### src/rtl/core/tkdl_pkg.sv
// Shared types and constants for the touch key debounce latch.
package tkdl_pkg;

  // Number of debounced key patterns and their flag positions.
  localparam int unsigned NumPatterns = 5;
  localparam int unsigned IdxHot      = 0;
  localparam int unsigned IdxWarm     = 1;
  localparam int unsigned IdxCold     = 2;
  localparam int unsigned IdxHotlock  = 3;
  localparam int unsigned IdxAllon    = 4;

  // Field widths.
  localparam int unsigned KeyW   = 4;
  localparam int unsigned DelayW = 8;
  localparam int unsigned LockW  = 16;

  // Active-low key patterns (low nibble of the sampled byte).
  localparam logic [KeyW-1:0] KEYS_HOTLOCK = 4'hE;
  localparam logic [KeyW-1:0] KEYS_HOT     = 4'hD;
  localparam logic [KeyW-1:0] KEYS_WARM    = 4'hB;
  localparam logic [KeyW-1:0] KEYS_COLD    = 4'h7;
  localparam logic [KeyW-1:0] KEYS_ALLON   = 4'h8;
  localparam logic [KeyW-1:0] KEYS_RELEASE = 4'hF;

  // Operation codes.
  localparam logic OP_SAMPLE = 1'b0;
  localparam logic OP_ACK    = 1'b1;

  // Configuration register indexes.
  localparam logic CFG_PRESS_DELAY   = 1'b0;
  localparam logic CFG_COMBO_LOCKOUT = 1'b1;

  // Configuration reset values.
  localparam logic [DelayW-1:0] PRESS_DELAY_RST   = 8'd2;
  localparam logic [LockW-1:0]  COMBO_LOCKOUT_RST = 16'd300;

  // Configuration values handed to the update logic.
  typedef struct packed {
    logic [DelayW-1:0] press_delay;
    logic [LockW-1:0]  combo_lockout;
  } cfg_t;

  // One input word.
  typedef struct packed {
    logic                   operation;
    logic [KeyW-1:0]        keys;
    logic [NumPatterns-1:0] ack_mask;
  } item_t;

  // One result word: press flags and the lock.
  typedef struct packed {
    logic [NumPatterns-1:0] flags;
    logic                   locked;
  } result_t;

endpackage

### src/rtl/core/tkdl_cfg.sv
// Configuration registers for the touch key debounce latch.
module tkdl_cfg
  import tkdl_pkg::*;
(
  input  logic              clk_i,
  input  logic              rst_ni,
  input  logic              cfg_valid_i,
  output logic              cfg_ready_o,
  input  logic              cfg_index_i,
  input  logic [LockW-1:0]  cfg_data_i,
  output cfg_t              cfg_o
);

  logic [DelayW-1:0] press_delay_q;
  logic [LockW-1:0]  combo_lockout_q;

  // Writes are always taken.
  assign cfg_ready_o = 1'b1;

  // Register file.
  always_ff @(posedge clk_i or negedge rst_ni) begin
    if (!rst_ni) begin
      press_delay_q   <= PRESS_DELAY_RST;
      combo_lockout_q <= COMBO_LOCKOUT_RST;
    end else if (cfg_valid_i) begin
      case (cfg_index_i)
        CFG_PRESS_DELAY:   press_delay_q   <= cfg_data_i[DelayW-1:0];
        CFG_COMBO_LOCKOUT: combo_lockout_q <= cfg_data_i;
        default: ;
      endcase
    end
  end

  assign cfg_o.press_delay   = press_delay_q;
  assign cfg_o.combo_lockout = combo_lockout_q;

endmodule

### src/rtl/core/tkdl_update.sv
// Debounce state and its update for each word.
module tkdl_update
  import tkdl_pkg::*;
(
  input  logic    clk_i,
  input  logic    rst_ni,
  input  logic    step_i,
  input  item_t   item_i,
  input  cfg_t    cfg_i,
  output result_t result_o
);

  logic [DelayW-1:0]      cnt_q [NumPatterns];
  logic [DelayW-1:0]      cnt_d [NumPatterns];
  logic [LockW-1:0]       other_q, other_d;
  logic [NumPatterns-1:0] flags_q, flags_d;
  logic                   lock_q, lock_d;

  logic [NumPatterns-1:0] match;
  logic [NumPatterns-1:0] cnt_zero;
  logic                   is_sample;
  logic                   is_release;
  logic                   is_other;
  logic                   other_expired;
  logic                   latch;

  // Decode the sampled key pattern.
  always_comb begin
    match             = '0;
    match[IdxHotlock] = (item_i.keys == KEYS_HOTLOCK);
    match[IdxHot]     = (item_i.keys == KEYS_HOT);
    match[IdxWarm]    = (item_i.keys == KEYS_WARM);
    match[IdxCold]    = (item_i.keys == KEYS_COLD);
    match[IdxAllon]   = (item_i.keys == KEYS_ALLON);
  end

  assign is_sample     = (item_i.operation == OP_SAMPLE);
  assign is_release    = is_sample && (item_i.keys == KEYS_RELEASE);
  assign is_other      = is_sample && !is_release && (match == '0);
  assign other_expired = is_other && (other_q == '0);

  // A held pattern whose counter has run out latches if the lock is clear.
  always_comb begin
    for (int i = 0; i < NumPatterns; i++) begin
      cnt_zero[i] = (cnt_q[i] == '0);
    end
  end
  assign latch = is_sample && ((match & cnt_zero) != '0) && !lock_q;

  // Pattern counters.
  always_comb begin
    for (int i = 0; i < NumPatterns; i++) begin
      cnt_d[i] = cnt_q[i];
      if (is_release || other_expired) begin
        cnt_d[i] = cfg_i.press_delay;
      end else if (is_sample && match[i] && !cnt_zero[i]) begin
        cnt_d[i] = cnt_q[i] - 1'b1;
      end
    end
  end

  // Lockout counter, flags and lock.
  always_comb begin
    other_d = other_q;
    flags_d = flags_q;
    lock_d  = lock_q;
    if (!is_sample) begin
      flags_d = flags_q & ~item_i.ack_mask;
    end else if (is_release) begin
      other_d = cfg_i.combo_lockout;
      flags_d = '0;
      lock_d  = 1'b0;
    end else if (latch) begin
      flags_d = flags_q | match;
      lock_d  = 1'b1;
    end else if (other_expired) begin
      lock_d = 1'b1;
    end else if (is_other) begin
      other_d = other_q - 1'b1;
    end
  end

  // State registers.
  always_ff @(posedge clk_i or negedge rst_ni) begin
    if (!rst_ni) begin
      for (int i = 0; i < NumPatterns; i++) begin
        cnt_q[i] <= '0;
      end
      other_q <= '0;
      flags_q <= '0;
      lock_q  <= 1'b0;
    end else if (step_i) begin
      for (int i = 0; i < NumPatterns; i++) begin
        cnt_q[i] <= cnt_d[i];
      end
      other_q <= other_d;
      flags_q <= flags_d;
      lock_q  <= lock_d;
    end
  end

  // The result shows the state after this word.
  assign result_o.flags  = flags_d;
  assign result_o.locked = lock_d;

endmodule

### src/rtl/core/touch_key_debounce_latch_unit.sv
// Top level of the touch key debounce latch with chord lockout.
//
// Input channel (in_valid_i / in_ready_o) carries one word per sample tick
// or acknowledge: operation_i, keys_i (active low) and ack_mask_i.
// Output channel (out_valid_o / out_ready_i) returns one word for every
// input word: the five latched press flags and press_locked, as they stand
// after that word.
// Configuration channel (cfg_valid_i / cfg_ready_o) writes press_delay
// (index 0) or combo_lockout (index 1); it is always ready. It is to be
// written only while the block is idle; the block does not enforce this.
// A word passes through the input register, then through the state update
// into the output register. Throughput is one word per cycle while the
// output is not stalled.
// Reset clears all counters, flags and the lock, and loads press_delay = 2
// and combo_lockout = 300. When the receiver stalls, the output register
// holds its word, the input register still fills, and in_ready_o drops only
// once both are occupied.
module touch_key_debounce_latch_unit
  import tkdl_pkg::*;
(
  input  logic                   clk_i,
  input  logic                   rst_ni,
  input  logic                   in_valid_i,
  output logic                   in_ready_o,
  input  logic                   operation_i,
  input  logic [KeyW-1:0]        keys_i,
  input  logic [NumPatterns-1:0] ack_mask_i,
  output logic                   out_valid_o,
  input  logic                   out_ready_i,
  output logic                   hot_pressed_o,
  output logic                   warm_pressed_o,
  output logic                   cold_pressed_o,
  output logic                   hotlock_pressed_o,
  output logic                   allon_pressed_o,
  output logic                   press_locked_o,
  input  logic                   cfg_valid_i,
  output logic                   cfg_ready_o,
  input  logic                   cfg_index_i,
  input  logic [LockW-1:0]       cfg_data_i
);

  cfg_t    cfg;
  item_t   in_q;
  logic    in_valid_q;
  result_t res_d, res_q;
  logic    out_valid_q;
  logic    out_free;
  logic    step;

  // Configuration registers.
  tkdl_cfg u_cfg (
    .clk_i       (clk_i),
    .rst_ni      (rst_ni),
    .cfg_valid_i (cfg_valid_i),
    .cfg_ready_o (cfg_ready_o),
    .cfg_index_i (cfg_index_i),
    .cfg_data_i  (cfg_data_i),
    .cfg_o       (cfg)
  );

  // Pipeline flow control.
  assign out_free   = !out_valid_q || out_ready_i;
  assign step       = in_valid_q && out_free;
  assign in_ready_o = !in_valid_q || out_free;

  // Input register.
  always_ff @(posedge clk_i or negedge rst_ni) begin
    if (!rst_ni) begin
      in_valid_q <= 1'b0;
    end else if (in_ready_o) begin
      in_valid_q <= in_valid_i;
    end
  end

  always_ff @(posedge clk_i) begin
    if (in_ready_o && in_valid_i) begin
      in_q.operation <= operation_i;
      in_q.keys      <= keys_i;
      in_q.ack_mask  <= ack_mask_i;
    end
  end

  // State update.
  tkdl_update u_update (
    .clk_i    (clk_i),
    .rst_ni   (rst_ni),
    .step_i   (step),
    .item_i   (in_q),
    .cfg_i    (cfg),
    .result_o (res_d)
  );

  // Output register.
  always_ff @(posedge clk_i or negedge rst_ni) begin
    if (!rst_ni) begin
      out_valid_q <= 1'b0;
    end else if (out_free) begin
      out_valid_q <= in_valid_q;
    end
  end

  always_ff @(posedge clk_i) begin
    if (step) begin
      res_q <= res_d;
    end
  end

  assign out_valid_o       = out_valid_q;
  assign hot_pressed_o     = res_q.flags[IdxHot];
  assign warm_pressed_o    = res_q.flags[IdxWarm];
  assign cold_pressed_o    = res_q.flags[IdxCold];
  assign hotlock_pressed_o = res_q.flags[IdxHotlock];
  assign allon_pressed_o   = res_q.flags[IdxAllon];
  assign press_locked_o    = res_q.locked;

endmodule
### config.mk
export PLATFORM = sky130hd
export DESIGN_NAME = touch_key_debounce_latch_unit
export DESIGN_NICKNAME = d
export VERILOG_FILES = /design/src/rtl/core/tkdl_pkg.sv /design/src/rtl/core/tkdl_cfg.sv /design/src/rtl/core/tkdl_update.sv /design/src/rtl/core/touch_key_debounce_latch_unit.sv
export SDC_FILE = /design/constraint.sdc
export NUM_CORES = 1
export LEC_CHECK = 0
export ABC_AREA = 1
export BUFFER_PORTS_ARGS = -buffer_cell sky130_fd_sc_hd__buf_2
export CAP_MARGIN = 25
export CORE_MARGIN = 10
export CORE_UTILIZATION = 66
export CTS_CLUSTER_DIAMETER = 30
export CTS_CLUSTER_SIZE = 30
export DETAILED_ROUTE_END_ITERATION = 12
export PLACE_DENSITY_LB_ADDON = 0.12
export RECOVER_POWER = 25
export SYNTH_ARGS = -nofsm -noshare
export SYNTH_HDL_FRONTEND = slang
export SYNTH_SLANG_ARGS = --single-unit
### constraint.sdc
create_clock -name clk_i -period 5.85 [get_ports clk_i]
set_clock_uncertainty 0.15 [all_clocks]
set_input_delay 0.585 -clock clk_i [delete_from_list [all_inputs] [get_ports clk_i]]
set_output_delay 0.585 -clock clk_i [all_outputs]
set_load 0.01 [all_outputs]
* Word-level counts from Yosys, hierarchy flattened
Index checks and enable logic that the tools add are counted.
** Cells by class
- Add/sub/neg operators :: 6
- Eq/ne operators :: 8
- Muxes and demuxes :: 21
- Bitwise gates (word level) :: 6
- Reduce and logical (&&, ||, !) cells :: 52
** Operator list (count)
- $mux 8 :: 10
- $mux 16 :: 4
- $logic_not 8->1 :: 5
- $sub 8x1->8 const B :: 5
- $eq 4x4->1 const B :: 5
- $logic_and 1x1->1 :: 18
- $logic_not 16->1 :: 1
- $sub 16x1->16 const B :: 1
- $mux 5 :: 3
- $reduce_and 2->1 :: 7
- $reduce_bool 2->1 :: 6
- $and 5x5->5 :: 2
- $logic_not 1->1 :: 9
- $logic_not 5->1 :: 1
- $not 5->5 :: 1
- $or 5x5->5 :: 1
- $reduce_and 5->1 :: 1
- $reduce_bool 5->1 :: 1
- $eq 4x3->1 const B :: 1
- $mux 1 :: 4
- $ne 2x1->1 const B :: 2
- $logic_or 1x1->1 :: 3
- $not 1->1 :: 2
** Storage, ports and cells
- Register bits after elaboration :: 104
- Bits of input ports :: 32
- Output and inout bits :: 9
- Word-level logic and storage cells :: 110

* Longest topological paths before layout
- Depth after elaboration :: 10
- Depth in mapped cells :: 14
- Depth with buffers taken out :: 12

* Cells and area by module
From an unflattened synthesis, not the netlist that was laid out.
** Unflattened totals
- Cell total of the unflattened synthesis :: 790
- Area total of the unflattened synthesis :: 6022.0 um^2
** By module, submodules not included
- tkdl_update :: times used 1, cells an instance 655, area an instance 4441.8 um^2
- tkdl_cfg :: times used 1, cells an instance 107, area an instance 1004.7 um^2
- touch_key_debounce_latch_unit :: times used 1, cells an instance 28, area an instance 575.6 um^2

* Least setup slack after synthesis
OpenSTA, ideal clock, no wires.
- Kind :: input-to-reg
- Start :: input out_ready_i
- End :: register u_update.cnt_q[13] (netlist bit)
- Setup time :: 0.074 ns
- Data arrival time :: 1.717 ns
- Path slack :: 3.909 ns
- Stages :: 10
- Buffers on the path :: 2
- Cell sequence :: inv_1 -> nand2_1 -> nand2_1 -> inv_1 -> buf_2 -> nand2_2 -> inv_2 -> buf_6 -> nand2_1 -> o21ai_2
** Between the ends
- Longest elaborated chain between the ends :: 3
** RTL lines
- start: declaration :: RTL line touch_key_debounce_latch_unit.sv:29 : input logic out_ready_i,
- $logic_or 1x1->1 :: RTL line touch_key_debounce_latch_unit.sv:62 : assign out_free = !out_valid_q || out_ready_i;
- $logic_and 1x1->1 :: RTL line touch_key_debounce_latch_unit.sv:63 : assign step = in_valid_q && out_free;
- net step :: RTL line touch_key_debounce_latch_unit.sv:48 : logic step;
- $reduce_and 2->1 (no source line)
- end signal: indexed assignment :: RTL line tkdl_update.sv:94 : cnt_q[i] <= cnt_d[i];
- end: declaration :: RTL line tkdl_update.sv:13 : logic [DelayW-1:0] cnt_q [NumPatterns];
The timed path passes the listed nets, and every way through them passes these cells.
A chain may end at the register's enable or synchronous reset.

* Worst setup path after layout
- Start :: register in_q[9] (netlist bit)
- End :: register u_update.other_q[2]
** Between the ends
- Longest elaborated chain between the ends :: 8
- Elaborated cells on any way between the ends :: 13
- Those cells by class :: eq/ne: 2; mux: 1; bitwise: 1; reduce/logical: 9
** RTL lines
- start: declaration :: RTL line touch_key_debounce_latch_unit.sv:43 : item_t in_q;
- $not 1->1 (no source line) *
- $logic_and 1x1->1 :: RTL line tkdl_update.sv:38 : assign is_release = is_sample && (item_i.keys == KEYS_RELEASE);
- $logic_not 1->1 :: RTL line tkdl_update.sv:39 : assign is_other = is_sample && !is_release && (match == '0);
- $logic_and 1x1->1 (2 in series) :: RTL line tkdl_update.sv:39
- $logic_and 1x1->1 :: RTL line tkdl_update.sv:40 : assign other_expired = is_other && (other_q == '0);
- $ne 2x1->1 (no source line)
- $reduce_and 5->1 (no source line)
- end signal: assignment :: RTL line tkdl_update.sv:96 : other_q <= other_d;
- end: declaration :: RTL line tkdl_update.sv:15 : logic [LockW-1:0] other_q, other_d;
Mark *: on every way between the ends. The rest lies on a longest branch, timed or not.

==> results.cfg <==
[global_routing]
grt_pass1_wl_mm = 21.9
grt_use_total = 0.200
gr-total-overflow = 0
grt_pass1_vias = 5020
grt_start_max_net_pins = 64
antenna_found_initial = 0

[floorplanning]
rows = 34
die_w_um = 115
coreArea_mm2 = 0.00876
die_h_um = 115
start_util = 0.678
dieArea_mm2 = 0.0132
ios = 41

[routing]
wl_per_cell_um = 14.1
avgViaCountPerCell = 5.44
vias = 4979
drt_iter0_drc = 387
drtPass1Iterations = 5
ant_nets = 0
drt_wl_total_mm = 12.9
route.detailed.drc = 0

[logic_synthesis]
synth_xor_area_frac = 0.0486
synth_seq_area_share = 0.452
synth-simple-area-share = 0.289
avgSynthCellArea_um2 = 7.68
synth_compound_area_frac = 0.0920
synth-warning-count = 0
syn-num-nets = 818
synth_adder_area_share = 0.0253
synthMuxAreaShare = 0.00568
synth_top_family_by_area = simple AND/OR/NAND/NOR gates
synthCells = 774
syn_area_mm2 = 0.00594
synth_cell_types = 35
ys_seq_elements = 104

[finish]
final_nets = 846
antenna_cells = 0
layout_common_cells = nand2_1 (263), inv_1 (87), dfrtp_1 (83)
final_layout_size_suffix_gt1_frac = 0.116
fillers = 705
register_area_mm2 = 0.00269
multi_input_comb_area_mm2 = 0.00274
syn_to_final_growth_pct = 6.53
fin_area_mm2 = 0.00633
final_common_cell = nand2_1
postLayoutCoreUtil = 0.722

[critical_path]
reg2reg_depth = 9
critPathCaptureType = register
path_max_fanout = 44
worstSetupStartpointType = register
critPathKind = register to register
arrival_ns = 3.11
worstPathRequired_ns = 5.97

[power_and_ir_drop]
vdd_drop_max_v = 0.000234
power.density_mw_per_mm2 = 422
p_leak_uw = 0.00334

[timing]
finalCritPeriodShare = 0.511
whs_ns = 0.238
setup-tns-final_ns = 0
rsz0062_at_grt = false
final-setup-viol-count = 0
maxSlewHeadroom = -0.00458
final-hold-violation-count = 0
tightest_slew_ns = 1.51
fmax_mhz = 334
maxSlewViolCount = 27
period_minus_slack_ns = 2.99

[clock_tree]
cts_buffer_depth = 2
clkTransAtPathRegs_ns = 0.10
tritoncts = yes
clock_sinks = 104
insertion_delay_ns = 0.36
h-tree-depth = 3
clockRootBuffer = clkbuf_8
cts_buffers = 9
cts-resized-gates = 0

[status]
status = finished with violations
violations = max-capacitance violations, max-slew violations

[hold_path]
holdPathStages = 1
hold_class = primary input to register

[placement]
hpwlAfterDp_mm = 9.08
place_area_mm2 = 0.00613
portBuffers = 39
gp_congestion = 0.874

[flow_run]
cap_violations = 1
## timing repair
action / CTS / global route
hold buffers: 1 / 0
hold endpoints to repair: 25 / 0
buffers inserted: 0 / 0
## cell families (layout without fill, tap and decap cells)
logic type,Yosys count,in the layout
and+or+nand+nor,408,408
buffers and inverters,118,151
DFF,104,104
AOI/OAI and AO/OA,95,95
xor gates and xnor gates,33,33
adders and majority gates,12,12
muxes,3,3
other,1,1
## worst max-delay path, cell delays in order (launching register included)
cell and delay, ns:
edfxtp_1 0.42, inv_1 0.35, nand2_2 0.08, buf_4 0.30, inv_1 0.49, nor2_1 0.17, nor2_4 0.48, inv_1 0.28
nand2_1 0.12, nand2_1 0.05
## per-layer routing
layer,share of wire,GRT usage
met4,0.025,0.0734
met2,0.51,0.352
met1,0.43,0.234
met3,0.040,0.0417
met5,0,0
## registers in the layout, indices dropped and copies added (netlist names)
register / count
u_cfg.press_delay_q: 8
u_cfg.combo_lockout_q: 16
hotlock_pressed_o: 1
warm_pressed_o: 1
in_valid_q: 1
u_update.other_q: 16
out_valid_o: 1
hot_pressed_o: 1
u_update.flags_q: 5
allon_pressed_o: 1
in_q: 10
u_update.cnt_q: 40
u_update.lock_q: 1
press_locked_o: 1
cold_pressed_o: 1
## Yosys cell counts, drive strengths merged
library cell  count  area share
o21ai            77       0.072
nor2             59       0.040
buf              18       0.023
nand2           270        0.18
xnor2            10       0.015
o211ai            1      0.0013
o31ai             5      0.0063
nor3b             1      0.0013
dfrtp            83        0.35
a21boi            5      0.0063
edfxtp           16       0.081
xor2             23       0.034
ha               12       0.025
a31oi             2      0.0021
inv              93       0.059
nand3b            2      0.0025
mux2              3      0.0057
nor3              3      0.0025
nand4             5      0.0053
clkbuf            7      0.0044
dfstp             5       0.022
conb              1     0.00063
and2b             1      0.0013
a21oi             5      0.0042
nand3            67       0.060
## final timing paths
check,start,end,slack (ns)
hold reg to reg,u_update.flags_q[3],u_update.flags_q[3],0.34
min in group asynchronous,rst_ni,u_update.cnt_q[12],0.95
max in group asynchronous,rst_ni,out_valid_o,3.09
setup reg to reg,in_q[9],u_update.other_q[2],2.86
setup / recovery,in_q[9],u_update.other_q[2],2.86
hold / removal,ack_mask_i[3],in_q[3],0.24
## stage by stage
stage          power (µW)  setup slack (ns)  std cells
2_1_floorplan        1990              3.91        774
3_3_place_gp         2170              2.91        898
3_5_place_dp         2220              2.82        898
4_1_cts              2670              2.87        915
5_1_grt              2910              2.60        915
6_report             2670              2.86        915
## power breakdown
group	leakage, µW	switching (µW)	internal, µW
registers	0.00125	147	944
clock network	0.000103	248	197
logic	0.00199	675	460
total	0.00334	1070	1600
## cell type report
class | instances | area share
multi-input combinational | 552 | 0.433
sequential | 104 | 0.425
inverter | 93 | 0.0551
timing repair buffer | 42 | 0.0344
clock buffer | 12 | 0.0263
tap | 108 | 0.0213
clock inverter | 4 | 0.00494
Power figures use the tool's default switching activity.
